$ cat src/hdl/vcf_genotype_line_parser_assert.svh
// assertion macros shared by the genotype line parser rtl
`ifndef VCF_GENOTYPE_LINE_PARSER_ASSERT_SVH
`define VCF_GENOTYPE_LINE_PARSER_ASSERT_SVH

`ifndef ASSERT_OFF

// condition must never hold while out of reset
`define VGP_ASSERT_NEVER(name, clk, rst_n, expr) \
    name: assert property (@(posedge clk) disable iff (!rst_n) !(expr)) \
        else $error("forbidden condition seen");

// same-cycle implication
`define VGP_ASSERT_IMPL(name, clk, rst_n, ante, cons) \
    name: assert property (@(posedge clk) disable iff (!rst_n) (ante) |-> (cons)) \
        else $error("implication failed");

// next-cycle implication
`define VGP_ASSERT_NEXT(name, clk, rst_n, ante, cons) \
    name: assert property (@(posedge clk) disable iff (!rst_n) (ante) |=> (cons)) \
        else $error("next-cycle implication failed");

`else

`define VGP_ASSERT_NEVER(name, clk, rst_n, expr)
`define VGP_ASSERT_IMPL(name, clk, rst_n, ante, cons)
`define VGP_ASSERT_NEXT(name, clk, rst_n, ante, cons)

`endif

`endif

$ cat src/hdl/vgp_pkg.sv
// types, constants and helpers of the genotype line parser
package vgp_pkg;

    localparam logic [7:0]  CH_TAB     = 8'd9;
    localparam logic [7:0]  CH_NL      = 8'd10;
    localparam logic [7:0]  CH_COMMA   = 8'h2c;
    localparam logic [7:0]  CH_ZERO    = 8'h30;
    localparam logic [7:0]  CH_NINE    = 8'h39;
    localparam logic [3:0]  CODE_OTHER = 4'hf;
    localparam logic [30:0] POS_MAX    = 31'h7fff_ffff;
    localparam logic [7:0]  ALLELE_MAX = 8'd255;
    localparam int          COL_BITS   = 12;

    localparam logic CMD_TEXT = 1'b0;
    localparam logic CMD_MAP  = 1'b1;

    localparam logic KIND_MUTATION = 1'b0;
    localparam logic KIND_ZERO_POS = 1'b1;

    typedef enum logic [2:0] {
        PH_CHROM,
        PH_POS,
        PH_ID,
        PH_REF,
        PH_ALT,
        PH_SKIP,
        PH_SAMPLE,
        PH_DROP
    } t_phase;

    typedef struct packed {
        logic        kind;
        logic [11:0] sample_index;
        logic [30:0] position;
        logic [63:0] chrom_name;
        logic [3:0]  ref_code;
        logic [3:0]  alt_code;
    } t_record;

    typedef struct packed {
        logic        used;
        logic [11:0] sample;
    } t_map_entry;

    // what the parser hands to the record stage for one text byte
    typedef struct packed {
        logic                valid;
        logic                need_map;
        logic [COL_BITS-1:0] column;
        t_record             rec;
    } t_finish;

    function automatic logic [3:0] base_code(input logic [7:0] c);
        logic [3:0] code;
        unique case (c)
            8'h41, 8'h61: code = 4'd1;
            8'h43, 8'h63: code = 4'd2;
            8'h47, 8'h67: code = 4'd4;
            8'h54, 8'h74: code = 4'd8;
            default:      code = CODE_OTHER;
        endcase
        return code;
    endfunction

endpackage

$ cat src/hdl/vgp_field_parser.sv
// per-byte field tracking of one variant line
module vgp_field_parser #(
    parameter int MAX_COLUMNS = 4096,
    parameter int MAX_ALTS    = 8,
    parameter int CHROM_BYTES = 8
) (
    input  logic             i_clk,
    input  logic             i_rst_n,
    input  logic             i_accept,
    input  logic [7:0]       i_data_byte,
    output vgp_pkg::t_finish o_fin
);

    import vgp_pkg::*;

    localparam int          ALT_IW    = (MAX_ALTS > 1) ? $clog2(MAX_ALTS) : 1;
    localparam logic [16:0] COL_LIMIT = 17'(MAX_COLUMNS);
    localparam logic [3:0]  ALT_LIMIT = 4'(MAX_ALTS);
    localparam logic [7:0]  ALT_MAX8  = 8'(MAX_ALTS);
    localparam logic [3:0]  CHROM_LIM = 4'(CHROM_BYTES);

    t_phase              r_phase,  n_phase;
    logic [63:0]         r_chrom,  n_chrom;
    logic [3:0]          r_chrom_len, n_chrom_len;
    logic [30:0]         r_pos,    n_pos;
    logic [3:0]          r_ref,    n_ref;
    logic [3:0]          r_alt_cnt, n_alt_cnt;
    logic [1:0]          r_skip,   n_skip;
    logic [COL_BITS-1:0] r_col,    n_col;
    logic [7:0]          r_allele, n_allele;
    logic                r_digits_done, n_digits_done;
    logic [3:0]          r_alt_list [MAX_ALTS];

    logic        alt_we;
    logic [3:0]  alt_wcode;
    logic        is_digit;
    logic [3:0]  digit;
    logic [34:0] pos_next;
    logic [11:0] allele_next;
    logic [7:0]  alt_sel;
    logic [3:0]  sel_code;
    logic        col_ok;
    t_finish     fin_sample;

    assign is_digit    = (i_data_byte >= CH_ZERO) && (i_data_byte <= CH_NINE);
    assign digit       = 4'(i_data_byte - CH_ZERO);
    assign pos_next    = ({4'd0, r_pos} << 3) + ({4'd0, r_pos} << 1) + 35'(digit);
    assign allele_next = ({4'd0, r_allele} << 3) + ({4'd0, r_allele} << 1) + 12'(digit);

    // alt selected by the allele index, out of range gives the other code
    assign alt_sel = r_allele - 8'd1;
    always_comb begin
        sel_code = CODE_OTHER;
        if ((r_allele <= {4'd0, r_alt_cnt}) && (r_allele <= ALT_MAX8)) begin
            sel_code = r_alt_list[alt_sel[ALT_IW-1:0]];
        end
    end

    assign col_ok = {5'd0, r_col} < COL_LIMIT;

    always_comb begin
        fin_sample                   = '0;
        fin_sample.valid             = col_ok && (r_allele != 8'd0);
        fin_sample.need_map          = 1'b1;
        fin_sample.column            = r_col;
        fin_sample.rec.kind          = KIND_MUTATION;
        fin_sample.rec.position      = r_pos;
        fin_sample.rec.chrom_name    = r_chrom;
        fin_sample.rec.ref_code      = r_ref;
        fin_sample.rec.alt_code      = sel_code;
    end

    always_comb begin
        n_phase       = r_phase;
        n_chrom       = r_chrom;
        n_chrom_len   = r_chrom_len;
        n_pos         = r_pos;
        n_ref         = r_ref;
        n_alt_cnt     = r_alt_cnt;
        n_skip        = r_skip;
        n_col         = r_col;
        n_allele      = r_allele;
        n_digits_done = r_digits_done;
        alt_we        = 1'b0;
        alt_wcode     = base_code(i_data_byte);
        o_fin         = '0;

        if (i_data_byte == CH_NL) begin
            if (r_phase == PH_SAMPLE) begin
                o_fin = fin_sample;
            end
            // newline starts a fresh line
            n_phase       = PH_CHROM;
            n_chrom       = '0;
            n_chrom_len   = '0;
            n_pos         = '0;
            n_ref         = '0;
            n_alt_cnt     = '0;
            n_skip        = '0;
            n_col         = '0;
            n_allele      = '0;
            n_digits_done = 1'b0;
        end else begin
            unique case (r_phase)
                PH_CHROM: begin
                    if (i_data_byte == CH_TAB) begin
                        n_phase = PH_POS;
                    end else if (r_chrom_len < CHROM_LIM) begin
                        n_chrom     = {r_chrom[55:0], i_data_byte};
                        n_chrom_len = r_chrom_len + 4'd1;
                    end
                end
                PH_POS: begin
                    if (i_data_byte == CH_TAB) begin
                        if (r_pos == '0) begin
                            o_fin.valid          = 1'b1;
                            o_fin.rec.kind       = KIND_ZERO_POS;
                            o_fin.rec.chrom_name = r_chrom;
                            n_phase              = PH_DROP;
                        end else begin
                            n_phase = PH_ID;
                        end
                    end else if (is_digit) begin
                        n_pos = (pos_next > {4'd0, POS_MAX}) ? POS_MAX : pos_next[30:0];
                    end
                end
                PH_ID: begin
                    if (i_data_byte == CH_TAB) begin
                        n_phase = PH_REF;
                    end
                end
                PH_REF: begin
                    if (i_data_byte == CH_TAB) begin
                        if (r_ref == 4'd0) begin
                            n_ref = CODE_OTHER;
                        end
                        n_phase = PH_ALT;
                    end else if (r_ref == 4'd0) begin
                        n_ref = base_code(i_data_byte);
                    end
                end
                PH_ALT: begin
                    if (i_data_byte == CH_TAB) begin
                        n_phase = PH_SKIP;
                    end else if ((i_data_byte != CH_COMMA) && (r_alt_cnt < ALT_LIMIT)) begin
                        alt_we    = 1'b1;
                        n_alt_cnt = r_alt_cnt + 4'd1;
                    end
                end
                PH_SKIP: begin
                    if (i_data_byte == CH_TAB) begin
                        if (r_skip == 2'd3) begin
                            n_phase = PH_SAMPLE;
                        end else begin
                            n_skip = r_skip + 2'd1;
                        end
                    end
                end
                PH_SAMPLE: begin
                    if (i_data_byte == CH_TAB) begin
                        o_fin         = fin_sample;
                        n_col         = r_col + 12'd1;
                        n_allele      = '0;
                        n_digits_done = 1'b0;
                    end else if (!r_digits_done) begin
                        if (is_digit) begin
                            n_allele = (allele_next > {4'd0, ALLELE_MAX}) ? ALLELE_MAX
                                                                          : allele_next[7:0];
                        end else begin
                            if (r_allele == 8'd0) begin
                                n_allele = ALLELE_MAX;
                            end
                            n_digits_done = 1'b1;
                        end
                    end
                end
                PH_DROP: begin
                end
                default: begin
                end
            endcase
        end
    end

    always_ff @(posedge i_clk) begin
        if (!i_rst_n) begin
            r_phase       <= PH_CHROM;
            r_chrom       <= '0;
            r_chrom_len   <= '0;
            r_pos         <= '0;
            r_ref         <= '0;
            r_alt_cnt     <= '0;
            r_skip        <= '0;
            r_col         <= '0;
            r_allele      <= '0;
            r_digits_done <= 1'b0;
        end else if (i_accept) begin
            r_phase       <= n_phase;
            r_chrom       <= n_chrom;
            r_chrom_len   <= n_chrom_len;
            r_pos         <= n_pos;
            r_ref         <= n_ref;
            r_alt_cnt     <= n_alt_cnt;
            r_skip        <= n_skip;
            r_col         <= n_col;
            r_allele      <= n_allele;
            r_digits_done <= n_digits_done;
        end
    end

    // alt list entries are only read below the count, so no reset
    always_ff @(posedge i_clk) begin
        if (i_accept && alt_we) begin
            r_alt_list[r_alt_cnt[ALT_IW-1:0]] <= alt_wcode;
        end
    end

endmodule

$ cat config.mk
export PLATFORM = sky130hd
export DESIGN_NAME = vgp_field_parser
export DESIGN_NICKNAME = d
export VERILOG_FILES = /design/src/hdl/vcf_genotype_line_parser_assert.svh /design/src/hdl/vgp_pkg.sv /design/src/hdl/vgp_field_parser.sv
export SDC_FILE = /design/constraint.sdc
export NUM_CORES = 1
export LEC_CHECK = 0
export CORE_MARGIN = 5
export CORE_UTILIZATION = 50
export CTS_BUF_LIST = sky130_fd_sc_hd__clkbuf_8
export DETAILED_ROUTE_END_ITERATION = 12
export DONT_BUFFER_PORTS = 1
export RECOVER_POWER = 25
export SETUP_SLACK_MARGIN = 0.4
export SLEW_MARGIN = 15
export SYNTH_ARGS = -nofsm -noshare
export SYNTH_HDL_FRONTEND = slang
export SYNTH_SLANG_ARGS = --single-unit
$ cat constraint.sdc
create_clock -name i_clk -period 6.4 [get_ports i_clk]
set_input_delay 1.28 -clock i_clk [delete_from_list [all_inputs] [get_ports i_clk]]
set_output_delay 1.28 -clock i_clk [all_outputs]
set_load 0.1 [all_outputs]
==> impl_metrics.env, run 1 <==
export IMPL_rows=52
export IMPL_synth_main_ff_cell="dfxtp_1"
export IMPL_grt_pass1_wl_um=43550
export IMPL_slew_viol_final=70
export IMPL_hold_ws_ns=0.4916
export IMPL_maxCapViolations=2
export IMPL_async_flop_share_pct=0
export IMPL_boundaryPins=141
export IMPL_p_per_area_nw_per_um2=154.9
export IMPL_cts_max_path_buffers=2
export IMPL_grt_overflow=0
export IMPL_post_route_drc_count=0
export IMPL_violations="capacitance limit, slew limit"
export IMPL_nets=1317
export IMPL_ys_seq_area_share_pct=35.49
export IMPL_antenna_found_initial=0
export IMPL_grt_start_max_net_pins=83
export IMPL_placed_cells=1468
export IMPL_synth_seq_cells=165
export IMPL_status="finished with violations"
export IMPL_clock_root_buffer="clkbuf_8"
export IMPL_clk_pin_slew_ns=0.09
export IMPL_clock_latency_ns=0.47
export IMPL_crit_type="primary input to output pin"
export IMPL_drt_first_pass_iters=5
export IMPL_finalPower_mw=1.948
export IMPL_dp_slack_ns=1.037
export IMPL_diodes=0
export IMPL_synth_avg_cell_area_um2=9.019
export IMPL_cts_made_buffers=17
export IMPL_die_h_um=152.9
export IMPL_netlist_cell_type_count=71
export IMPL_drtAntennaViolNets=0
export IMPL_core_area_um2=20170
export IMPL_fin_setup_tns_ns=0
export IMPL_fin_crit_sh_pct=88.03
export IMPL_portBuffers=0
export IMPL_tightest_slew_ns=2.105
export IMPL_track_usage_pct=22.43
export IMPL_cp_max_fo=43
export IMPL_critPathArrivalTime_ns=4.35
export IMPL_die_area_um2=23380
export IMPL_startpoint_type="primary input"
export IMPL_cts_htree_levels=4
export IMPL_syn2layout_area_growth_pct=23.16
export IMPL_cts_tree="built"
export IMPL_leakage_nw=5.107
export IMPL_clock_skew_ns=0.02029
export IMPL_yosys_warnings=0
export IMPL_final_cells=1500
export IMPL_synth_cells=1132
export IMPL_mappedNetlistArea_um2=10210
export IMPL_max_slew_margin_rel_pct=-40.99
export IMPL_synth_edf_count=32
export IMPL_worst_slack_ns=0.7659
export IMPL_vias_per_cell=5.777
export IMPL_cts_setup_buffers=0
export IMPL_wire_per_inst_um=17.91
export IMPL_max_freq_ghz=0.1775
export IMPL_gp_congestion=0.8839
export IMPL_finalHoldViolCount=0
export IMPL_wl_um=26860
export IMPL_cts_hold_buf=0
export IMPL_drive_above_1_share_pct=21.14
export IMPL_dpl_hpwl_um=19810
export IMPL_layout_common_cells="dfxtp_1, ha_1, nor2b_1"
export IMPL_cp_data_required_time_ns=5.12
export IMPL_start_util_pct=50.62
export IMPL_die_x_um=152.9
export IMPL_postCtsResizedCells=0
export IMPL_vdd_ir_drop_max_mv=0.1201
export IMPL_setup_viol=0
export IMPL_hold_class="flop to flop"
export IMPL_cts_sinks=165
export IMPL_rsz0062_at_grt="false"
export IMPL_grt_pass1_vias=8349
export IMPL_mostFrequentLayoutCell="dfxtp_1"
export IMPL_finalWorstPathRequiredPeriod_ns=5.634
export IMPL_num_vias=8666
export IMPL_worst_setup_path_end_kind="output pin"
export IMPL_drt_iter0_markers=548
[power by group]
part           total [mW]  internal, mW  switching, mW
Clock               0.788         0.374          0.414
Sequential           1.07          1.06        0.00674
Combinational      0.0920        0.0238         0.0682
[flip-flops by register name, summed over array words and instances, names as in the netlist, 3 cells and up]
signal	flops
r_alt_list	32
r_chrom	64
r_pos	31
r_ref	4
r_allele	8
r_alt_cnt	4
r_chrom_len	4
r_col	12
r_phase	3
[stage by stage]
step,util [%],instance area (um2)
2_1_floorplan,-,10250
3_3_place_gp,60.62,12230
3_5_place_dp,60.62,12230
4_1_cts,62.65,12640
5_1_grt,62.34,12570
6_report,62.34,12570
[synthesized netlist by cell type (3+ instances only)]
| library cell | count | area share, % |
|---|---|---|
| buf_6 | 3 | 0.33 |
| nand4_1 | 12 | 0.74 |
| and3_1 | 54 | 3.3 |
| nor4_2 | 5 | 0.61 |
| o21bai_1 | 4 | 0.29 |
| o211ai_1 | 9 | 0.66 |
| buf_2 | 16 | 0.78 |
| nor2_1 | 59 | 2.2 |
| o2111ai_1 | 3 | 0.26 |
| and2_1 | 6 | 0.37 |
| nor4_1 | 9 | 0.55 |
| a211oi_1 | 10 | 0.74 |
| nor3_1 | 15 | 0.74 |
| nand3_1 | 15 | 0.74 |
| mux2i_1 | 8 | 0.78 |
| dfxtp_1 | 133 | 26 |
| nand2b_1 | 13 | 0.80 |
| xor2_1 | 18 | 1.5 |
| o31ai_1 | 3 | 0.22 |
| o21ai_1 | 4 | 0.20 |
| o21a_1 | 5 | 0.37 |
| edfxtp_1 | 32 | 9.4 |
| clkbuf_1 | 38 | 1.4 |
| a21oi_1 | 55 | 2.7 |
| o21ai_0 | 57 | 2.8 |
| or3_1 | 6 | 0.37 |
| xnor2_1 | 25 | 2.1 |
| buf_4 | 13 | 0.96 |
| fa_1 | 4 | 0.78 |
| or4_1 | 3 | 0.22 |
| a21o_1 | 19 | 1.4 |
| nor2b_1 | 145 | 8.9 |
| mux4_2 | 8 | 1.8 |
| a22oi_1 | 62 | 4.6 |
| nand2_1 | 64 | 2.4 |
| a41oi_1 | 3 | 0.26 |
| a21boi_0 | 8 | 0.59 |
| inv_1 | 37 | 1.4 |
| a31oi_1 | 26 | 1.6 |
| ha_1 | 85 | 10 |
[logic make-up (layout without fill, tap and decap cells)]
| kind of cell | Yosys count | in the layout | share of synthesized area [%] |
|---|---|---|---|
| and+or+nand+nor | 418 | 418 | 23.16 |
| AOI/OAI and AO/OA | 291 | 291 | 18.97 |
| DFF | 165 | 165 | 35.49 |
| buffers and inverters | 109 | 196 | 4.902 |
| adders and majority gates | 89 | 89 | 11.20 |
| xor gates and xnor gates | 43 | 43 | 3.689 |
| muxes | 16 | 16 | 2.549 |
| other | 1 | 12 | 0.03673 |
[layout make-up]
| cell class | instances | area, um2 |
|---|---|---|
| Clock buffer | 19 | 261.5 |
| Clock inverter | 13 | 147.6 |
| Inverter | 37 | 138.9 |
| Sequential cell | 165 | 3623 |
| Fill cell | 1735 | 7595 |
| Tap cell | 270 | 337.8 |
| Timing Repair Buffer | 127 | 1763 |
| Multi-Input combinational cell | 869 | 6302 |
[critical path, stage by stage]
cell,delay (ns)
nand2b_1,0.16
nor4_1,0.48
nand3_1,0.14
buf_4,0.20
nand2_1,0.09
clkbuf_1,1.25
and3_1,0.42
buf_4,0.32
[metal layers]
layer,GRT usage (%),vias to the layer above,wire (um)
met2,38.29,229,13200
met5,0,-,0
met4,7.382,0,684
li1,-,4253,-
met1,28.80,4135,11740
met3,4.128,49,1237
[path summary, 6_finish.rpt]
| path | cells past startpoint | startpoint | slack [ns] | to |
|---|---|---|---|---|
| worst max-delay path | 8 | i_data_byte[4] | 0.77 | o_fin[6] |
| worst min-delay path | 2 | r_col[10] | 0.49 | r_col[10] |
| worst max register to register | 13 | r_pos[0] | 2.21 | r_pos[6] |
| worst min register to register | 2 | r_col[10] | 0.49 | r_col[10] |
No activity file was read; power rests on OpenSTA's default activity.
==> run 2, diff against run 1 <==
--- a/config.mk
+++ b/config.mk
@@ -6,10 +6,11 @@
 export NUM_CORES = 1
 export LEC_CHECK = 0
 export CORE_MARGIN = 5
-export CORE_UTILIZATION = 50
+export CORE_UTILIZATION = 60
 export CTS_BUF_LIST = sky130_fd_sc_hd__clkbuf_8
 export DETAILED_ROUTE_END_ITERATION = 12
 export DONT_BUFFER_PORTS = 1
+export PLACE_DENSITY = 0.76
 export RECOVER_POWER = 25
 export SETUP_SLACK_MARGIN = 0.4
 export SLEW_MARGIN = 15
==> impl_metrics.env, run 2 (synthesis gave the netlist of run 1 again) <==
export IMPL_postCtsResizedCells=0
export IMPL_grt_pass1_wl_um=42470
export IMPL_cts_max_path_buffers=2
export IMPL_largest_register_ff_count=64
export IMPL_drive_above_1_share_pct=20.91
export IMPL_vias_per_cell=6.027
export IMPL_cp_max_fo=43
export IMPL_die_x_um=140.4
export IMPL_max_freq_ghz=0.1748
export IMPL_clock_root_buffer="clkbuf_8"
export IMPL_cp_data_required_time_ns=5.12
export IMPL_dpl_hpwl_um=19430
export IMPL_crit_chain="nand2b_1 > nor4_1 > nand3_1 > nand2_1 > clkbuf_1 > and3_1 > buf_4"
export IMPL_rows=47
export IMPL_post_route_drc_count=0
export IMPL_finalHoldViolCount=0
export IMPL_boundaryPins=141
export IMPL_slew_viol_final=64
export IMPL_mostFrequentLayoutCell="dfxtp_1"
export IMPL_grt_overflow=0
export IMPL_clock_latency_ns=0.46
export IMPL_tightest_slew_ns=1.554
export IMPL_drt_iter0_markers=616
export IMPL_status="finished with violations"
export IMPL_combPwrFrac_pct=4.9
export IMPL_hold_class="flop to flop"
export IMPL_hold_ws_ns=0.4858
export IMPL_cts_hold_buf=0
export IMPL_netSwitchingFraction_pct=24.88
export IMPL_worst_slack_ns=0.6790
export IMPL_violations="capacitance limit, slew limit"
export IMPL_dp_slack_ns=1.175
export IMPL_cts_setup_buffers=0
export IMPL_clock_skew_ns=0.01469
export IMPL_num_vias=8733
export IMPL_fin_setup_tns_ns=0
export IMPL_maxCapViolations=2
export IMPL_die_area_um2=19720
export IMPL_startpoint_type="primary input"
export IMPL_cts_made_buffers=17
export IMPL_cts_sinks=165
export IMPL_power_frac_clock_pct=38.0
export IMPL_die_h_um=140.4
export IMPL_critPathArrivalTime_ns=4.44
export IMPL_crit_type="primary input to output pin"
export IMPL_p_sw_mw=0.4653
export IMPL_syn2layout_area_growth_pct=22.01
export IMPL_leakage_nw=5.071
export IMPL_cts_tree="built"
export IMPL_worst_setup_path_end_kind="output pin"
export IMPL_layout_common_cells="dfxtp_1, ha_1, nor2b_1"
export IMPL_drt_first_pass_iters=5
export IMPL_grt_start_max_net_pins=83
export IMPL_portBuffers=0
export IMPL_largest_register="r_chrom"
export IMPL_finalWorstPathRequiredPeriod_ns=5.721
export IMPL_worst_path_largest_cell_delay_ns=1.15
export IMPL_grt_pass1_vias=8569
export IMPL_gp_congestion=0.9605
export IMPL_seqPwrFrac_pct=57.1
export IMPL_wl_um=26020
export IMPL_fin_crit_sh_pct=89.39
export IMPL_internal_power_mw=1.405
export IMPL_rsz0062_at_grt="false"
export IMPL_cp_slowest_cell="clkbuf_1"
export IMPL_antenna_found_initial=0
export IMPL_core_area_um2=16640
export IMPL_track_usage_pct=26.04
export IMPL_wire_per_inst_um=17.96
export IMPL_p_per_area_nw_per_um2=150.1
export IMPL_setup_viol=0
export IMPL_max_slew_margin_rel_pct=-3.613
export IMPL_fill_cells=1183
export IMPL_nets=1316
export IMPL_drtAntennaViolNets=0
export IMPL_diodes=0
export IMPL_vdd_ir_drop_max_mv=0.1300
export IMPL_clk_pin_slew_ns=0.09
export IMPL_start_util_pct=61.35
export IMPL_cts_htree_levels=4
==> run 2: power groups by stage <==
| stage | Clock, mW | Sequential (mW) | Combinational [mW] |
|---|---|---|---|
| finish | 0.711 | 1.07 | 0.0912 |
| global route | 0.772 | 1.07 | 0.0972 |
| CTS | 0.722 | 1.07 | 0.0923 |
| detailed placement | 0 | 1.09 | 0.0919 |
| global placement | 0 | 1.09 | 0.0907 |
| floorplan | 0 | 1.09 | 0.0919 |
==> run 2: through the flow <==
stage	cells	total power, mW	utilization [%]	cell area [um2]
finish	1449	1.870	74.85	12460
global route	1449	1.939	74.85	12460
CTS	1449	1.883	75.30	12530
detailed placement	1417	1.184	73.05	12160
global placement	1417	1.183	73.05	12160
floorplan	1143	1.181	-	10250
==> run 2: routing by layer <==
layer / wire length (um) / global-route usage, % / vias up
met4: 817 / 10.15 / 0
met1: 10580 / 31.87 / 4112
met2: 12820 / 44.98 / 310
met5: 0 / 0 / -
li1: - / - / 4248
met3: 1799 / 5.317 / 63
==> run 2: worst max-delay path, delay by kind of cell <==
family                 cells  cell delay [ns]
AND/OR/NAND/NOR            5             1.67
buffers and inverters      2             1.48
==> run 2: cell type report <==
| class | count | area [um2] | area share (%) |
|---|---|---|---|
| clock buffers | 18 | 247.7 | 1.989 |
| clock inverters | 14 | 126.4 | 1.014 |
| inverters | 37 | 138.9 | 1.115 |
| multi-input cells | 869 | 6290 | 50.49 |
| flip-flops and latches | 165 | 3623 | 29.09 |
| well taps | 220 | 275.3 | 2.210 |
| repair buffers | 126 | 1755 | 14.09 |
==> run 2: worst paths after layout <==
check            startpoint         end  slack, ns  depth (start not counted)
max          i_data_byte[4]    o_fin[6]       0.68                          7
min              r_chrom[6]  r_chrom[6]       0.49                          2
max reg2reg        r_pos[0]   r_pos[30]       2.31                         14
min reg2reg      r_chrom[6]  r_chrom[6]       0.49                          2
==> run 3, diff against run 2 <==
--- a/config.mk
+++ b/config.mk
@@ -5,6 +5,7 @@
 export SDC_FILE = /design/constraint.sdc
 export NUM_CORES = 1
 export LEC_CHECK = 0
+export ABC_AREA = 1
 export CORE_MARGIN = 5
 export CORE_UTILIZATION = 60
 export CTS_BUF_LIST = sky130_fd_sc_hd__clkbuf_8
==> impl_metrics.env, run 3 <==
export IMPL_status="complete, no violations"
export IMPL_start_util_pct=60.36
export IMPL_antenna_found_initial=0
export IMPL_core_area_um2=17840
export IMPL_postCtsResizedCells=0
export IMPL_leakage_nw=5.579
export IMPL_fin_crit_sh_pct=84.32
export IMPL_synth_most_common_cell="nand2_1"
export IMPL_cts_setup_buffers=0
export IMPL_slew_viol_final=0
export IMPL_combPwrFrac_pct=5.1
export IMPL_crit_type="primary input to output pin"
export IMPL_cts_tree="built"
export IMPL_finalWorstPathRequiredPeriod_ns=5.396
export IMPL_vdd_ir_drop_max_mv=0.1256
export IMPL_grt_pass1_wl_um=47690
export IMPL_fin_setup_tns_ns=0
export IMPL_die_area_um2=20730
export IMPL_tightest_slew_ns=1.138
export IMPL_async_flop_share_pct=0
export IMPL_ys_seq_area_share_pct=33.65
export IMPL_synth_main_ff_cell="dfxtp_1"
export IMPL_synth_top_cells_by_count="nand2_1, nor2_1, inv_1"
export IMPL_wl_um=29420
export IMPL_wire_per_inst_um=15.31
export IMPL_finalPower_mw=1.915
export IMPL_drt_iter0_markers=855
export IMPL_max_slew_margin_rel_pct=24.03
export IMPL_cp_buffers_inverters=9
export IMPL_worst_setup_path_end_kind="output pin"
export IMPL_grt_overflow=0
export IMPL_synth_avg_cell_area_um2=6.760
export IMPL_cp_data_required_time_ns=5.12
export IMPL_rows=49
export IMPL_p_sw_mw=0.5428
export IMPL_mostFrequentLayoutCell="nand2_1"
export IMPL_clock_root_buffer="clkbuf_8"
export IMPL_synth_seq_cells=165
export IMPL_yosysTopAreaCell="dfxtp_1"
export IMPL_hold_ws_ns=0.4597
export IMPL_clk_pin_slew_ns=0.09
export IMPL_rsz0062_at_grt="false"
export IMPL_gp_congestion=0.9418
export IMPL_clock_latency_ns=0.47
export IMPL_setup_viol=0
export IMPL_cts_max_path_buffers=2
export IMPL_drt_first_pass_iters=6
export IMPL_p_per_area_nw_per_um2=154.4
export IMPL_boundaryPins=141
export IMPL_netlist_cell_type_count=49
export IMPL_startpoint_type="primary input"
export IMPL_cp_slowest_cell="buf_4"
export IMPL_drtAntennaViolNets=0
export IMPL_critPathArrivalTime_ns=4.12
export IMPL_worst_path_largest_cell_delay_ns=0.73
export IMPL_maxCapViolations=0
export IMPL_finalHoldViolCount=0
export IMPL_cts_hold_buf=0
export IMPL_cts_htree_levels=4
export IMPL_cp_max_fo=64
export IMPL_portBuffers=0
export IMPL_layout_common_cells="nand2_1, inv_1, nor2_1"
export IMPL_netSwitchingFraction_pct=28.35
export IMPL_cts_sinks=165
export IMPL_syn2layout_area_growth_pct=15.15
export IMPL_crit_chain="inv_1 > nand2_1 > inv_1 > nand2_1 > clkinv_1 > nand2_1 > nand2_4 > inv_1 > nor2_2 > buf_4 > inv_2 > nand2_1 > clkinv_2 > buf_4 > nor2_2 > buf_4"
export IMPL_nets=1780
export IMPL_track_usage_pct=28.33
export IMPL_cts_made_buffers=17
export IMPL_drive_above_1_share_pct=17.01
export IMPL_internal_power_mw=1.372
export IMPL_vias_per_cell=5.461
export IMPL_netlist_area_leader_share_pct=24.72
export IMPL_hold_class="flop to flop"
export IMPL_post_route_drc_count=0
export IMPL_largest_register_ff_count=64
export IMPL_synth_cells=1593
export IMPL_max_freq_ghz=0.1853
export IMPL_die_h_um=144.0
export IMPL_crit_family="buffers and inverters"
export IMPL_seqPwrFrac_pct=55.9
export IMPL_yosys_warnings=0
export IMPL_clock_skew_ns=0.01844
export IMPL_diodes=0
export IMPL_mappedNetlistArea_um2=10770
export IMPL_power_frac_clock_pct=39.0
export IMPL_netlist_top_cells_area="dfxtp_1, nand2_1, nor2_1"
export IMPL_dpl_hpwl_um=21920
export IMPL_grt_start_max_net_pins=85
export IMPL_synth_edf_count=32
export IMPL_num_vias=10496
export IMPL_die_x_um=144.0
export IMPL_grt_pass1_vias=9819
export IMPL_crit_top_cell="nand2_1"
export IMPL_largest_register="r_chrom"
==> run 3: changes by cell type after synthesis, moves of 13 or more <==
cell,before,now
and3_1,54,1
a21oi_1,55,109
nand3_1,15,65
nor3_1,15,34
nand2b_1,13,0
nor2b_1,145,0
a21o_1,19,2
a31oi_1,26,3
nand2_1,64,330
nor2_1,59,291
inv_1,37,243
o21ai_0,57,40
==> run 3: power groups by stage <==
| stage | Combinational [mW] | Clock [mW] | Sequential, mW |
|---|---|---|---|
| 2_1_floorplan | 0.0891 | 0 | 1.09 |
| 3_3_place_gp | 0.0968 | 0 | 1.09 |
| 3_5_place_dp | 0.0975 | 0 | 1.09 |
| 4_1_cts | 0.0979 | 0.755 | 1.07 |
| 5_1_grt | 0.107 | 0.804 | 1.07 |
| 6_report | 0.0979 | 0.746 | 1.07 |
==> run 3: final timing paths <==
kind,from,to,slack [ns],depth (start not counted)
hold / removal,r_digits_done,r_digits_done,0.46,2
hold reg to reg,r_digits_done,r_digits_done,0.46,2
setup reg to reg,r_pos[0],r_pos[18],2.68,19
setup / recovery,i_data_byte[6],o_fin[22],1.00,16
==> run 3: area by class of cell <==
class / count / area [um2]
clock buffers: 17 / 234.0
repair buffers: 126 / 965.9
clock inverters: 15 / 148.9
inverters: 253 / 952.2
fillers: 1534 / 5440
flip-flops and latches: 165 / 3623
multi-input cells: 1117 / 6190
well taps: 229 / 286.5
==> run 3: worst reg2reg max path, delay by kind of cell (launching register included) <==
kind,cells,cell delay (ns)
flops,1,0.37
buf+inv,3,0.57
simple gates,13,1.72
fa+ha+maj,2,0.86
compound gates,1,0.06
==> run 3: logic make-up after synthesis <==
group	count (synthesis)	share of synthesized area (%)
simple gates	754	28.55
buf+inv	322	11.99
compound gates	236	13.05
flops	165	33.65
fa+ha+maj	89	10.62
xor+xnor	26	2.115
other cells	1	0.03482
==> run 3: per-stage QoR <==
stage	instance area, um2	utilization, %	std cells	worst slack [ns]
6_report	12400	69.51	1922	1.004
5_1_grt	12400	69.51	1922	0.8229
4_1_cts	12430	69.67	1922	1.024
3_5_place_dp	12050	67.52	1890	1.038
3_3_place_gp	12050	67.52	1890	1.189
2_1_floorplan	10810	-	1604	0.5506
==> run 3: metal layers <==
metal | track usage, % | up-vias | part of all wire [%]
li1 | - | 5257 | -
met1 | 40.82 | 4860 | 46
met2 | 45.25 | 343 | 46
met3 | 3.836 | 36 | 6.4
met4 | 6.888 | 0 | 1.4
met5 | 0 | - | 0
